[src/hdl/ksg_pkg.sv]
// ----------------------------------------------------------------------------
// ksg_pkg: shared types and constants of the keyed sidetone generator
// Fixed-point coefficients (Q30), command and register codes, tone states,
// the ramp-length rule and the truncating Q30 product scaling.
// ----------------------------------------------------------------------------
`default_nettype none

package ksg_pkg;

   // Fixed numeric settings of the tone path
   localparam int SAMPLE_RATE    = 48000;
   localparam int MAX_RAMP       = 4095;
   localparam int MAX_RAMP_ODD   = (MAX_RAMP % 2 == 0) ? MAX_RAMP - 1 : MAX_RAMP;
   localparam int COS_TABLE_BITS = 10;

   // Shared multiplier operand and product widths
   localparam int MUL_W  = 33;
   localparam int PROD_W = 2 * MUL_W;

   // Shared divider widths
   localparam int DIVIDEND_W = 64;
   localparam int DIVISOR_W  = 32;

   typedef logic signed [MUL_W-1:0]  q30_type;
   typedef logic signed [PROD_W-1:0] prod_type;

   localparam q30_type  Q30_ONE    = 33'sd1073741824;
   localparam prod_type TRUNC_BIAS = 66'sd1073741823;

   // Odd polynomial of the quarter-wave sine
   localparam q30_type SIN_C0 = 33'sd1686629713;
   localparam q30_type SIN_C1 = -33'sd693598669;
   localparam q30_type SIN_C2 = 33'sd85569306;
   localparam q30_type SIN_C3 = -33'sd5026996;
   localparam q30_type SIN_C4 = 33'sd172272;

   // Blackman-Harris window coefficients
   localparam q30_type BH_A0 = 33'sd385204879;
   localparam q30_type BH_A1 = 33'sd524297395;
   localparam q30_type BH_A2 = 33'sd151698245;
   localparam q30_type BH_A3 = 33'sd12541305;

   // Key command codes
   localparam logic [1:0] CMD_NONE = 2'd0;
   localparam logic [1:0] CMD_ON   = 2'd1;
   localparam logic [1:0] CMD_OFF  = 2'd2;

   // Register indexes
   localparam logic [1:0] REG_VOLUME  = 2'd0;
   localparam logic [1:0] REG_ATTACK  = 2'd1;
   localparam logic [1:0] REG_RELEASE = 2'd2;

   localparam logic [4:0] MAX_GAIN = 5'd20;

   typedef enum logic [1:0] {
      TONE_OFF  = 2'd0,
      TONE_RISE = 2'd1,
      TONE_ON   = 2'd2,
      TONE_FALL = 2'd3
   } tone_type;

   // Register contents as seen by the sequencer
   typedef struct packed {
      logic [4:0]  volume;
      logic [11:0] attack_len;
      logic [11:0] release_len;
   } ksg_cfg_type;

   // Write strobes that restart a running ramp
   typedef struct packed {
      logic attack_wr;
      logic release_wr;
   } ksg_cfg_wr_type;

   // Finished result handed to the output register
   typedef struct packed {
      logic        load;
      logic [15:0] sample;
      logic [1:0]  phase;
   } ksg_result_type;

   // Ramp length: zero acts as one, even values go up by one, limit kept odd
   function automatic logic [11:0] ramp_length(input logic [11:0] r);
      logic [11:0] n;
      n = r;
      if (n == 12'd0) begin
         n = 12'd1;
      end
      if (!n[0]) begin
         n = n + 12'd1;
      end
      if (32'(n) > MAX_RAMP) begin
         n = 12'(MAX_RAMP_ODD);
      end
      return n;
   endfunction

   // Q30 product scaled back, truncated toward zero
   function automatic q30_type mulq(input prod_type p);
      prod_type adj;
      adj = p[PROD_W-1] ? (p + TRUNC_BIAS) : p;
      return q30_type'(adj >>> 30);
   endfunction

endpackage

`default_nettype wire

[src/hdl/ksg_mul.sv]
// ----------------------------------------------------------------------------
// ksg_mul: shared signed multiplier
// Registered signed product of two Q30-range operands.
// ----------------------------------------------------------------------------
`default_nettype none

module ksg_mul (
   input  wire logic             clock,
   input  wire ksg_pkg::q30_type op_a,
   input  wire ksg_pkg::q30_type op_b,
   output ksg_pkg::prod_type     prod
);
   import ksg_pkg::*;

   prod_type prod_ff;

   // Register the full product
   always_ff @(posedge clock) begin
      prod_ff <= op_a * op_b;
   end

   assign prod = prod_ff;

endmodule

`default_nettype wire

[src/hdl/ksg_div.sv]
// ----------------------------------------------------------------------------
// ksg_div: shared restoring divider
// Unsigned division, one quotient bit per cycle over the full dividend width.
// ----------------------------------------------------------------------------
`default_nettype none

module ksg_div (
   input  wire logic                             clock,
   input  wire logic                             reset,
   input  wire logic                             start,
   input  wire logic [ksg_pkg::DIVIDEND_W-1:0]   dividend,
   input  wire logic [ksg_pkg::DIVISOR_W-1:0]    divisor,
   output logic                                  done,
   output logic [ksg_pkg::DIVIDEND_W-1:0]        quotient
);
   import ksg_pkg::*;

   localparam int CNT_W = $clog2(DIVIDEND_W);

   logic [DIVISOR_W:0]    rem_ff, rem_in;
   logic [DIVIDEND_W-1:0] quo_ff, quo_in;
   logic [DIVISOR_W-1:0]  den_ff, den_in;
   logic [CNT_W-1:0]      cnt_ff, cnt_in;
   logic                  busy_ff, busy_in;
   logic                  done_ff, done_in;
   logic [DIVISOR_W:0]    shifted;
   logic [DIVISOR_W+1:0]  diff;
   logic                  fits;

   // One restoring step: shift in the next dividend bit, subtract if it fits
   always_comb begin
      shifted = {rem_ff[DIVISOR_W-1:0], quo_ff[DIVIDEND_W-1]};
      diff    = {1'b0, shifted} - {2'b00, den_ff};
      fits    = !diff[DIVISOR_W+1];
   end

   always_comb begin
      rem_in  = rem_ff;
      quo_in  = quo_ff;
      den_in  = den_ff;
      cnt_in  = cnt_ff;
      busy_in = busy_ff;
      done_in = 1'b0;
      if (start) begin
         rem_in  = '0;
         quo_in  = dividend;
         den_in  = divisor;
         cnt_in  = CNT_W'(DIVIDEND_W - 1);
         busy_in = 1'b1;
      end else if (busy_ff) begin
         rem_in = fits ? diff[DIVISOR_W:0] : shifted;
         quo_in = {quo_ff[DIVIDEND_W-2:0], fits};
         cnt_in = cnt_ff - CNT_W'(1);
         if (cnt_ff == '0) begin
            busy_in = 1'b0;
            done_in = 1'b1;
         end
      end
   end

   // Control state
   always_ff @(posedge clock) begin
      if (reset) begin
         busy_ff <= 1'b0;
         done_ff <= 1'b0;
         cnt_ff  <= '0;
      end else begin
         busy_ff <= busy_in;
         done_ff <= done_in;
         cnt_ff  <= cnt_in;
      end
   end

   // Datapath
   always_ff @(posedge clock) begin
      rem_ff <= rem_in;
      quo_ff <= quo_in;
      den_ff <= den_in;
   end

   assign done     = done_ff;
   assign quotient = quo_ff;

endmodule

`default_nettype wire

[src/hdl/ksg_seq.sv]
// ----------------------------------------------------------------------------
// ksg_seq: tick sequencer and datapath
// Keeps the tone state and walks each tick through key handling, envelope,
// oscillator cosine and output scaling on the shared multiplier and divider.
// ----------------------------------------------------------------------------
`default_nettype none

module ksg_seq #(
   parameter int PHASE_BITS = 32
) (
   input  wire logic                             clock,
   input  wire logic                             reset,
   input  wire logic                             start,
   input  wire logic [1:0]                       cmd,
   input  wire logic [15:0]                      freq_hz,
   input  wire ksg_pkg::ksg_cfg_type             cfg,
   input  wire ksg_pkg::ksg_cfg_wr_type          cfg_wr,
   input  wire logic                             out_free,
   output logic                                  idle,
   output ksg_pkg::ksg_result_type               result,
   output ksg_pkg::q30_type                      mul_a,
   output ksg_pkg::q30_type                      mul_b,
   input  wire ksg_pkg::prod_type                mul_prod,
   output logic                                  div_start,
   output logic [ksg_pkg::DIVIDEND_W-1:0]        div_dividend,
   output logic [ksg_pkg::DIVISOR_W-1:0]         div_divisor,
   input  wire logic                             div_done,
   input  wire logic [ksg_pkg::DIVIDEND_W-1:0]   div_quotient
);
   import ksg_pkg::*;

   typedef enum logic [13:0] {
      S_IDLE   = 14'h0001,
      S_CHECK  = 14'h0002,
      S_INC    = 14'h0004,
      S_ENV    = 14'h0008,
      S_WDIV   = 14'h0010,
      S_ENVSET = 14'h0020,
      S_PHASE  = 14'h0040,
      S_COS    = 14'h0080,
      S_WACC   = 14'h0100,
      S_OSC    = 14'h0200,
      S_GAIN   = 14'h0400,
      S_SDIV   = 14'h0800,
      S_DONE   = 14'h1000,
      S_SSTART = 14'h2000
   } seq_state_type;

   localparam int TURN_PAD = 32 - COS_TABLE_BITS;

   seq_state_type         state_ff, state_in;
   logic                  wait_ff, wait_in;
   logic [2:0]            step_ff, step_in;
   logic [1:0]            harm_ff, harm_in;
   tone_type              tone_ff, tone_in;
   logic [11:0]           ramp_ff, ramp_in;
   logic [15:0]           freq_ff, freq_in;
   logic [PHASE_BITS-1:0] phase_ff, phase_in;
   logic [PHASE_BITS-1:0] inc_ff, inc_in;
   logic                  stale_ff, stale_in;

   logic [11:0]           n_ff, n_in;
   logic [31:0]           t_ff, t_in;
   logic [31:0]           ang_ff, ang_in;
   q30_type               x_ff, x_in;
   q30_type               x2_ff, x2_in;
   logic                  neg_ff, neg_in;
   q30_type               win_ff, win_in;
   q30_type               env_ff, env_in;
   logic                  sneg_ff, sneg_in;
   logic [15:0]           sample_ff, sample_in;
   q30_type               op_a_ff, op_a_in;
   q30_type               op_b_ff, op_b_in;

   q30_type               r_q;
   logic [11:0]           n_cur;
   logic [31:0]           cos_s;
   logic [30:0]           cos_f;
   q30_type               cos_v;
   q30_type               cos_val;
   q30_type               w_clamp;
   logic [PHASE_BITS-1:0] phase_sum;
   prod_type              m_mag;
   logic [16:0]           q17;
   logic [17:0]           q_neg;
   q30_type               gain_q;
   q30_type               bh_coef;
   logic [11:0]           ramp_next;

   // Shared helper values
   always_comb begin
      r_q     = mulq(mul_prod);
      n_cur   = (tone_ff == TONE_RISE) ? ramp_length(cfg.attack_len)
                                       : ramp_length(cfg.release_len);
      // Quarter-wave folding of the cosine angle
      cos_s   = ang_ff + 32'h4000_0000;
      cos_f   = cos_s[1+29] ? 31'h4000_0000 - {1'b0, cos_s[29:0]} : {1'b0, cos_s[29:0]};
      cos_f   = cos_s[30] ? 31'h4000_0000 - {1'b0, cos_s[29:0]} : {1'b0, cos_s[29:0]};
      cos_v   = r_q;
      if (r_q < 0) begin
         cos_v = '0;
      end else if (r_q > Q30_ONE) begin
         cos_v = Q30_ONE;
      end
      cos_val = neg_ff ? -cos_v : cos_v;
      w_clamp = win_ff;
      if (win_ff < 0) begin
         w_clamp = '0;
      end else if (win_ff > Q30_ONE) begin
         w_clamp = Q30_ONE;
      end
      phase_sum = phase_ff + inc_ff;
      m_mag     = mul_prod[PROD_W-1] ? -mul_prod : mul_prod;
      q17       = div_quotient[16:0];
      q_neg     = -{1'b0, q17};
      gain_q    = (cfg.volume > MAX_GAIN) ? q30_type'(MAX_GAIN)
                                          : q30_type'(cfg.volume);
      ramp_next = (ramp_ff < n_ff) ? ramp_ff + 12'd1 : ramp_ff;
      case (harm_ff)
         2'd1:    bh_coef = BH_A1;
         2'd2:    bh_coef = BH_A2;
         default: bh_coef = BH_A3;
      endcase
   end

   // Sequencer
   always_comb begin
      state_in     = state_ff;
      wait_in      = 1'b0;
      step_in      = step_ff;
      harm_in      = harm_ff;
      tone_in      = tone_ff;
      ramp_in      = ramp_ff;
      freq_in      = freq_ff;
      phase_in     = phase_ff;
      inc_in       = inc_ff;
      stale_in     = stale_ff;
      n_in         = n_ff;
      t_in         = t_ff;
      ang_in       = ang_ff;
      x_in         = x_ff;
      x2_in        = x2_ff;
      neg_in       = neg_ff;
      win_in       = win_ff;
      env_in       = env_ff;
      sneg_in      = sneg_ff;
      sample_in    = sample_ff;
      op_a_in      = op_a_ff;
      op_b_in      = op_b_ff;
      div_start    = 1'b0;
      div_dividend = '0;
      div_divisor  = '0;
      result.load  = 1'b0;

      // Restart a running ramp when its length is rewritten
      if (cfg_wr.attack_wr && tone_ff == TONE_RISE) begin
         ramp_in = '0;
      end
      if (cfg_wr.release_wr && tone_ff == TONE_FALL) begin
         ramp_in = '0;
      end

      if (!wait_ff) begin
         case (state_ff)
            S_IDLE: begin
               // Apply the key command of this tick
               if (start) begin
                  if (cmd == CMD_ON) begin
                     if (freq_hz != freq_ff) begin
                        freq_in  = freq_hz;
                        phase_in = '0;
                        stale_in = 1'b1;
                     end
                     tone_in = TONE_RISE;
                     ramp_in = '0;
                  end else if (cmd == CMD_OFF && tone_ff != TONE_OFF) begin
                     tone_in = TONE_FALL;
                     ramp_in = '0;
                  end
                  state_in = S_CHECK;
               end
            end
            S_CHECK: begin
               if (tone_ff == TONE_OFF) begin
                  sample_in = '0;
                  state_in  = S_DONE;
               end else if (stale_ff) begin
                  div_start    = 1'b1;
                  div_dividend = DIVIDEND_W'({freq_ff, {PHASE_BITS{1'b0}}});
                  div_divisor  = DIVISOR_W'(SAMPLE_RATE);
                  state_in     = S_INC;
               end else begin
                  state_in = S_ENV;
               end
            end
            S_INC: begin
               // Oscillator increment for the new frequency
               if (div_done) begin
                  inc_in   = div_quotient[PHASE_BITS-1:0];
                  stale_in = 1'b0;
                  state_in = S_ENV;
               end
            end
            S_ENV: begin
               n_in = n_cur;
               if (tone_ff == TONE_ON) begin
                  env_in   = Q30_ONE;
                  state_in = S_PHASE;
               end else if (n_cur == 12'd1 || ramp_ff >= n_cur) begin
                  win_in   = Q30_ONE;
                  state_in = S_ENVSET;
               end else begin
                  div_start    = 1'b1;
                  div_dividend = DIVIDEND_W'({ramp_ff, 31'd0});
                  div_divisor  = DIVISOR_W'(n_cur - 12'd1);
                  state_in     = S_WDIV;
               end
            end
            S_WDIV: begin
               // Window angle in turn units, then the first harmonic
               if (div_done) begin
                  t_in     = div_quotient[31:0];
                  ang_in   = div_quotient[31:0];
                  harm_in  = 2'd1;
                  win_in   = BH_A0;
                  step_in  = '0;
                  state_in = S_COS;
               end
            end
            S_COS: begin
               // Quarter-wave polynomial, one product per step
               case (step_ff)
                  3'd0: begin
                     x_in    = q30_type'(cos_f);
                     neg_in  = cos_s[31];
                     op_a_in = q30_type'(cos_f);
                     op_b_in = q30_type'(cos_f);
                  end
                  3'd1: begin
                     x2_in   = r_q;
                     op_a_in = SIN_C4;
                     op_b_in = r_q;
                  end
                  3'd2: begin
                     op_a_in = SIN_C3 + r_q;
                     op_b_in = x2_ff;
                  end
                  3'd3: begin
                     op_a_in = SIN_C2 + r_q;
                     op_b_in = x2_ff;
                  end
                  3'd4: begin
                     op_a_in = SIN_C1 + r_q;
                     op_b_in = x2_ff;
                  end
                  3'd5: begin
                     op_a_in = SIN_C0 + r_q;
                     op_b_in = x_ff;
                  end
                  default: begin
                     if (harm_ff == 2'd0) begin
                        op_a_in  = env_ff;
                        op_b_in  = cos_val;
                        state_in = S_OSC;
                     end else begin
                        op_a_in  = bh_coef;
                        op_b_in  = cos_val;
                        state_in = S_WACC;
                     end
                  end
               endcase
               step_in = step_ff + 3'd1;
               wait_in = 1'b1;
            end
            S_WACC: begin
               // Accumulate one window term, move to the next harmonic
               win_in  = (harm_ff == 2'd2) ? win_ff + r_q : win_ff - r_q;
               step_in = '0;
               if (harm_ff == 2'd3) begin
                  state_in = S_ENVSET;
               end else begin
                  harm_in  = harm_ff + 2'd1;
                  ang_in   = (harm_ff == 2'd1) ? {t_ff[30:0], 1'b0}
                                               : t_ff + {t_ff[30:0], 1'b0};
                  state_in = S_COS;
               end
            end
            S_ENVSET: begin
               // Envelope from the window, advance the ramp
               env_in  = (tone_ff == TONE_RISE) ? w_clamp : Q30_ONE - w_clamp;
               ramp_in = ramp_next;
               if (ramp_next >= n_ff) begin
                  tone_in = (tone_ff == TONE_RISE) ? TONE_ON : TONE_OFF;
               end
               state_in = S_PHASE;
            end
            S_PHASE: begin
               // Advance the oscillator and take its top bits as the angle
               phase_in = phase_sum;
               ang_in   = {phase_sum[PHASE_BITS-1 -: COS_TABLE_BITS], {TURN_PAD{1'b0}}};
               harm_in  = 2'd0;
               step_in  = '0;
               state_in = S_COS;
            end
            S_OSC: begin
               op_a_in  = r_q;
               op_b_in  = gain_q;
               wait_in  = 1'b1;
               state_in = S_GAIN;
            end
            S_GAIN: begin
               // Scale by gain / 20 / 2^15 as |m| / 2^17 / 5
               sneg_in  = mul_prod[PROD_W-1];
               x_in     = q30_type'(m_mag[PROD_W-1:17]);
               state_in = S_SSTART;
            end
            S_SSTART: begin
               div_start    = 1'b1;
               div_dividend = DIVIDEND_W'(x_ff);
               div_divisor  = DIVISOR_W'(5);
               state_in     = S_SDIV;
            end
            S_SDIV: begin
               // Restore the sign and saturate
               if (div_done) begin
                  if (sneg_ff) begin
                     sample_in = q_neg[15:0];
                  end else if (q17 > 17'd32767) begin
                     sample_in = 16'h7FFF;
                  end else begin
                     sample_in = q17[15:0];
                  end
                  state_in = S_DONE;
               end
            end
            S_DONE: begin
               if (out_free) begin
                  result.load = 1'b1;
                  state_in    = S_IDLE;
               end
            end
            default: begin
               state_in = S_IDLE;
            end
         endcase
      end
   end

   // Control and tone state
   always_ff @(posedge clock) begin
      if (reset) begin
         state_ff <= S_IDLE;
         wait_ff  <= 1'b0;
         step_ff  <= '0;
         harm_ff  <= '0;
         tone_ff  <= TONE_OFF;
         ramp_ff  <= '0;
         freq_ff  <= '0;
         phase_ff <= '0;
         inc_ff   <= '0;
         stale_ff <= 1'b0;
      end else begin
         state_ff <= state_in;
         wait_ff  <= wait_in;
         step_ff  <= step_in;
         harm_ff  <= harm_in;
         tone_ff  <= tone_in;
         ramp_ff  <= ramp_in;
         freq_ff  <= freq_in;
         phase_ff <= phase_in;
         inc_ff   <= inc_in;
         stale_ff <= stale_in;
      end
   end

   // Working registers
   always_ff @(posedge clock) begin
      n_ff      <= n_in;
      t_ff      <= t_in;
      ang_ff    <= ang_in;
      x_ff      <= x_in;
      x2_ff     <= x2_in;
      neg_ff    <= neg_in;
      win_ff    <= win_in;
      env_ff    <= env_in;
      sneg_ff   <= sneg_in;
      sample_ff <= sample_in;
      op_a_ff   <= op_a_in;
      op_b_ff   <= op_b_in;
   end

   assign idle          = (state_ff == S_IDLE);
   assign result.sample = sample_ff;
   assign result.phase  = tone_ff;
   assign mul_a         = op_a_ff;
   assign mul_b         = op_b_ff;

endmodule

`default_nettype wire

[src/hdl/keyed_sidetone_generator.sv]
// ----------------------------------------------------------------------------
// keyed_sidetone_generator: keyed sidetone with Blackman-Harris key ramps
// Top level: stream ports, register file, output register.
// ----------------------------------------------------------------------------
// Each accepted request is one audio sample tick carrying a key command
// (none, tone on with a frequency in hertz, tone off) and gives exactly one
// response: a signed Q1.15 sample and the tone state after the tick. The
// rise and fall envelopes follow half a Blackman-Harris window over the
// attack and release lengths; the oscillator phase restarts only when a new
// frequency arrives. One tick is worked through by a sequencer over a shared
// 33x33 multiplier and a shared 64-step restoring divider: an off tick skips
// the arithmetic, a steady tone spends most of its time in the output scaling
// divide, a ramp tick adds the window angle divide and three window cosines,
// and a new frequency adds the increment divide. A new request is taken as
// soon as the previous response sits in the output register. Registers are
// written through the csr channel, which is always ready.
// ----------------------------------------------------------------------------
`default_nettype none

module keyed_sidetone_generator #(
   parameter int PHASE_BITS = 32
) (
   input  wire logic        clock,
   input  wire logic        reset,
   // Request stream
   input  wire logic        req_tvalid,
   output logic             req_tready,
   input  wire logic [15:0] req_tdata,   // [15:0] freq_hz
   input  wire logic [1:0]  req_tuser,   // [1:0] cmd
   // Response stream
   output logic             rsp_tvalid,
   input  wire logic        rsp_tready,
   output logic [15:0]      rsp_tdata,   // [15:0] sample_out
   output logic [1:0]       rsp_tuser,   // [1:0] tone_phase
   // Register writes
   input  wire logic        csr_valid,
   output logic             csr_ready,
   input  wire logic [1:0]  csr_index,
   input  wire logic [11:0] csr_data
);
   import ksg_pkg::*;

   logic [4:0]     volume_ff, volume_in;
   logic [11:0]    attack_ff, attack_in;
   logic [11:0]    release_ff, release_in;
   logic           rsp_valid_ff, rsp_valid_in;
   logic [15:0]    rsp_data_ff, rsp_data_in;
   logic [1:0]     rsp_user_ff, rsp_user_in;

   ksg_cfg_type    cfg;
   ksg_cfg_wr_type cfg_wr;
   ksg_result_type result;
   logic           csr_write;
   logic           seq_idle;
   logic           out_free;
   q30_type        mul_a, mul_b;
   prod_type       mul_prod;
   logic           div_start, div_done;
   logic [DIVIDEND_W-1:0] div_dividend, div_quotient;
   logic [DIVISOR_W-1:0]  div_divisor;

   // Register file
   assign csr_ready = 1'b1;
   assign csr_write = csr_valid & csr_ready;

   always_comb begin
      volume_in         = volume_ff;
      attack_in         = attack_ff;
      release_in        = release_ff;
      cfg_wr.attack_wr  = 1'b0;
      cfg_wr.release_wr = 1'b0;
      if (csr_write) begin
         case (csr_index)
            REG_VOLUME: begin
               volume_in = csr_data[4:0];
            end
            REG_ATTACK: begin
               attack_in        = csr_data;
               cfg_wr.attack_wr = 1'b1;
            end
            REG_RELEASE: begin
               release_in        = csr_data;
               cfg_wr.release_wr = 1'b1;
            end
            default: begin
               volume_in = volume_ff;
            end
         endcase
      end
   end

   assign cfg.volume      = volume_ff;
   assign cfg.attack_len  = attack_ff;
   assign cfg.release_len = release_ff;

   // Output register: hold a finished transfer until it is taken
   assign out_free = !rsp_valid_ff || rsp_tready;

   always_comb begin
      rsp_valid_in = rsp_valid_ff;
      rsp_data_in  = rsp_data_ff;
      rsp_user_in  = rsp_user_ff;
      if (result.load) begin
         rsp_valid_in = 1'b1;
         rsp_data_in  = result.sample;
         rsp_user_in  = result.phase;
      end else if (rsp_tready) begin
         rsp_valid_in = 1'b0;
      end
   end

   always_ff @(posedge clock) begin
      if (reset) begin
         volume_ff    <= MAX_GAIN;
         attack_ff    <= 12'd241;
         release_ff   <= 12'd241;
         rsp_valid_ff <= 1'b0;
      end else begin
         volume_ff    <= volume_in;
         attack_ff    <= attack_in;
         release_ff   <= release_in;
         rsp_valid_ff <= rsp_valid_in;
      end
   end

   always_ff @(posedge clock) begin
      rsp_data_ff <= rsp_data_in;
      rsp_user_ff <= rsp_user_in;
   end

   assign req_tready = seq_idle;
   assign rsp_tvalid = rsp_valid_ff;
   assign rsp_tdata  = rsp_data_ff;
   assign rsp_tuser  = rsp_user_ff;

   ksg_seq #(
      .PHASE_BITS (PHASE_BITS)
   ) u_seq (
      .clock        (clock),
      .reset        (reset),
      .start        (req_tvalid & req_tready),
      .cmd          (req_tuser),
      .freq_hz      (req_tdata),
      .cfg          (cfg),
      .cfg_wr       (cfg_wr),
      .out_free     (out_free),
      .idle         (seq_idle),
      .result       (result),
      .mul_a        (mul_a),
      .mul_b        (mul_b),
      .mul_prod     (mul_prod),
      .div_start    (div_start),
      .div_dividend (div_dividend),
      .div_divisor  (div_divisor),
      .div_done     (div_done),
      .div_quotient (div_quotient)
   );

   ksg_mul u_mul (
      .clock (clock),
      .op_a  (mul_a),
      .op_b  (mul_b),
      .prod  (mul_prod)
   );

   ksg_div u_div (
      .clock    (clock),
      .reset    (reset),
      .start    (div_start),
      .dividend (div_dividend),
      .divisor  (div_divisor),
      .done     (div_done),
      .quotient (div_quotient)
   );

endmodule

`default_nettype wire

[config.mk]
export PLATFORM = sky130hd
export DESIGN_NAME = keyed_sidetone_generator
export DESIGN_NICKNAME = d
export VERILOG_FILES = /design/src/hdl/ksg_pkg.sv /design/src/hdl/ksg_mul.sv /design/src/hdl/ksg_div.sv /design/src/hdl/ksg_seq.sv /design/src/hdl/keyed_sidetone_generator.sv
export SDC_FILE = /design/constraint.sdc
export NUM_CORES = 2
export LEC_CHECK = 0
export BUFFER_PORTS_ARGS = -buffer_cell sky130_fd_sc_hd__buf_2
export CORE_MARGIN = 3
export CORE_UTILIZATION = 25
export CTS_BUF_LIST = sky130_fd_sc_hd__clkbuf_8 sky130_fd_sc_hd__clkbuf_16
export CTS_CLUSTER_SIZE = 25
export DETAILED_ROUTE_END_ITERATION = 12
export PLACE_DENSITY = 0.34
export SLEW_MARGIN = 30
export SYNTH_ARGS = -nofsm -noshare
export SYNTH_HDL_FRONTEND = slang
export SYNTH_SLANG_ARGS = --single-unit
[constraint.sdc]
create_clock -name clock -period 9.9 [get_ports clock]
set_clock_uncertainty 0.15 [all_clocks]
set_input_delay 1.98 -clock clock [delete_from_list [all_inputs] [get_ports clock]]
set_output_delay 1.98 -clock clock [all_outputs]
set_load 0.05 [all_outputs]
==> summary.txt <==
Outcome
  – Status: finished, final reports clean

Logic synthesis
  – Register area share after synthesis: 21.2%
  – Commonest register cell after synthesis: sky130_fd_sc_hd__edfxtp_1
  – Count of flip-flops with a built-in enable after synthesis: approximately 390
  – Commonest cells in the synthesized netlist: sky130_fd_sc_hd__inv_1, sky130_fd_sc_hd__fa_1, sky130_fd_sc_hd__nand2_1
  – Cell taking the most area after synthesis: sky130_fd_sc_hd__fa_1
  – Yosys top cell area share: slightly below 30%
  – Combined area of all synthesized cells: between 70000 and 80000 um^2
  – Number of instances in the synthesized netlist: ~8600
  – Syn_area_per_cell: approximately 9.1 um^2
  – Async set or reset register ratio after synthesis: 0%
  – Top-count cell post-synth: sky130_fd_sc_hd__inv_1
  – Most area-consuming cells after synthesis: sky130_fd_sc_hd__fa_1, sky130_fd_sc_hd__edfxtp_1, sky130_fd_sc_hd__ha_1
  – Synthesis-stage register bit count: 634
  – Number of warnings reported in the yosys synthesis log: 0
  – Synth cell types: 96

GRT
  – Global-route wire length before repair: approximately 450000 um
  – Residual overflow from global routing: 0
  – GRT Util Overall: about a fifth
  – Antenna violations before repair: 17
  – Largest net degree at the start of global routing: 67
  – Via count of the first global-routing pass: roughly 64000

Placed design
  – Dpl hpwl: approximately 240000 um
  – Buffers on Ports: between 50 and 60
  – Cell count after placement: 12598
  – Last weighted congestion value of the routability-driven placer: 0.911

Clock tree
  – CTS H-Tree Depth: 3
  – Total clock sinks: about 630
  – Reg clk slew, reported paths: around 60 ps
  – Total clock buffers created by CTS: 86
  – Longest Clk Path Bufs: 3
  – Clock tree from TritonCTS: built
  – CTS root buf: sky130_fd_sc_hd__clkbuf_16
  – Insertion delay to the later sink of the worst-skew pair: around 750 ps
  – CTS Hold Buffers Added: 0

Setup path
  – Library cell appearing most often on the critical path: sky130_fd_sc_hd__fa_1
  – Maximum cell stage delay along the critical path: a little under 800 ps
  – Data arrival, critical path: approximately 10000 ps
  – Startpoint of the worst register-to-register path: u_seq.mul_a[23]
  – Startpoint types: register
  – Worst reg-to-reg path cell count: 30
  – Terminus of the critical flop-to-flop path: u_mul.prod[60]
  – CP Data Required Time: roughly 10000 ps
  – Critical path class: register to register
  – Worst path slowest cell: sky130_fd_sc_hd__edfxtp_1
  – Launch point of the critical path: u_seq.mul_a[23]
  – Worst Setup End Kind: register
  – Worst-path fanout max: 12
  – Reg-to-reg setup timing slack: about 210 ps
  – Capture point of the worst path: u_mul.prod[60]

STA
  – Pin slew with the least headroom to its limit: ~1200 ps
  – Setup TNS: 0 ps
  – Finish-stage setup viols: 0
  – Setup repair after global routing missed its margin: no
  – Tightest slew margin relative to the limit: between 20 and 25%
  – Final hold violations: 0
  – Max Clk Rate: just over 100 MHz
  – Final number of max-transition violations: 0
  – Time the worst path needs with I/O delays and setup: about 9700 ps
  – Part of the cycle the worst path needs: just under 100%

Hold path
  – Hold path startpoint: u_seq.sample_ff[3]
  – Worst Hold Class: register to register

Pwr
  – Net switching component of the power: ~0.0017 W
  – Peak VDD IR: between 0.0001 and 0.00015 V
  – Gate power share: under 10%
  – Switching part of the total power: roughly a quarter
  – Clock Power Share: about 50%
  – Seq pwr share: between 40% and 50%
  – PwrDens: 75.4 nW/um^2
  – P_int: between 0.004 and 0.005 W
  – Static power due to leakage: approximately 38 nW

Drt
  – DRT Wirelength: 305000 um
  – Drt first pass iters: 6
  – Iteration-0 DRC count of the detailed router: 4294
  – Routed vias: around 60000
  – Number of nets with antenna violations after routing: 0
  – Drc violations: 0
  – Wirelength per Cell: between 20 and 25 um
  – Avg Vias per Cell: 4.81

Floorplan
  – Die span in y: about 570 um
  – Area of the die: 320000 um^2
  – Initial cell density of the core: 25.2%
  – Die Width: about 570 um
  – Row count: between 200 and 250
  – Number of top-level pins: between 50 and 60
  – Floorplan Core Area: between 300000 and 400000 um^2

Finish
  – Share of post-route cells with drive strength above 1: 6.81%
  – Area growth from synthesis to final layout: 11.8%
  – Net count of the finished layout: about 10000
  – Final standard cell count with taps included and fillers excluded: between 10000 and 15000

Job
  – Maximum capacitance violations: 0
-- metrics by stage --
step	total power, W	util, %	area [um^2]	worst slack (ps)	hold WS, ps
after global routing	0.00688	28.2	87500	9.58	285
after global placement	0.00332	27.1	84100	153	258
after floorplan	0.00319	-	78300	1600	250
after detailed placement	0.00332	27.2	84300	216	258
final	0.00660	28.2	87500	214	270
after CTS	0.00674	28.1	87200	133	273
-- layout by cell type, fill, tap and decap left out, types with 54 or more instances in the layout --
cell type and n:
sky130_fd_sc_hd__dfxtp_1 246, sky130_fd_sc_hd__edfxtp_1 387, sky130_fd_sc_hd__buf_4 250, sky130_fd_sc_hd__a31oi_1 64
sky130_fd_sc_hd__nand2_1 949, sky130_fd_sc_hd__and2_1 583, sky130_fd_sc_hd__clkbuf_16 87, sky130_fd_sc_hd__a21oi_1 478
sky130_fd_sc_hd__mux2i_1 57, sky130_fd_sc_hd__a21o_1 96, sky130_fd_sc_hd__nor3_1 109, sky130_fd_sc_hd__nor2_1 494
sky130_fd_sc_hd__a221oi_1 54, sky130_fd_sc_hd__xor2_1 115, sky130_fd_sc_hd__a211oi_1 69, sky130_fd_sc_hd__ha_1 416
sky130_fd_sc_hd__xnor2_1 279, sky130_fd_sc_hd__inv_1 1334, sky130_fd_sc_hd__nand2b_1 54, sky130_fd_sc_hd__fa_1 1149
sky130_fd_sc_hd__o21ai_0 318, sky130_fd_sc_hd__nand3_1 116, sky130_fd_sc_hd__buf_2 56
-- critical path: cells and delay by family, from the launching register on --
kind	cells	cell delay, ps
flip-flops	1	770
AO/OA/AOI/OAI	11	2880
buffers and inverters	8	730
adder cells (fa/ha/maj)	9	4450
AND/OR/NAND/NOR	2	510
-- sequential cells by signal, indices dropped and copies added (netlist names), 33 cells and up --
name            count
u_seq.mul_a        33
u_seq.x2_ff        33
u_seq.x_ff         33
u_div.quotient     64
u_seq.win_ff       33
u_seq.mul_b        33
u_mul.prod         64
u_seq.env_ff       33
-- layout make-up --
| class | instances | area, um^2 |
|---|---|---|
| clock inverter | 67 | 692 |
| clock buffer | 95 | 2290 |
| timing repair buffer | 329 | 2550 |
| inverter | 1331 | 5000 |
| tap | 4120 | 5150 |
| sequential | 634 | 16600 |
| fill | 33131 | 223000 |
| antenna | 4 | 10.0 |
| multi-input combinational | 6203 | 55200 |
-- cells by family after synthesis --
logic type                 count (synthesis)  synth area share (%)
DFF                                      634                  21.2
buffers and inverters                   1781                  8.63
other                                      2               0.00960
adders and majority gates               1567                  36.1
and+or+nand+nor                         2661                  16.5
AOI/OAI and AO/OA                       1512                  12.3
muxes                                     63                 0.815
xor gates and xnor gates                 397                  4.46
-- worst min path at each step --
stage                        end  slack (ps)  depth (start not counted)
detailed placement  rsp_tdata[3]         260                          0
global placement    rsp_tdata[3]         260                          0
finish              rsp_tdata[3]         270                          0
CTS                 rsp_tdata[3]         270                          0
global route        rsp_tdata[5]         290                          0
floorplan           rsp_tdata[0]         250                          0
-- timing repair --
action / CTS / global route
hold endpoints to repair: 0 / 0
buffers inserted: 0 / 16
endpoints found under the setup margin: 0 / 4
gates resized for setup: 0 / 2
-- power by group through the flow --
stage	Sequential [W]	Clock, W	Combinational, W
2_1_floorplan	0.00289	0	0.000300
3_3_place_gp	0.00290	0	0.000417
3_5_place_dp	0.00290	0	0.000419
4_1_cts	0.00284	0.00347	0.000422
5_1_grt	0.00285	0.00357	0.000464
6_report	0.00284	0.00334	0.000415
-- routing by layer --
layer | GRT usage, % | up-vias | part of all wire, %
met2 | 30.9 | 1348 | 46
met4 | 5.74 | 2 | 3.3
met5 | 0 | - | 0.0043
li1 | - | 27971 | -
met3 | 2.43 | 324 | 4.4
met1 | 26.4 | 31880 | 46
No activity file was read; power rests on OpenSTA's default activity.
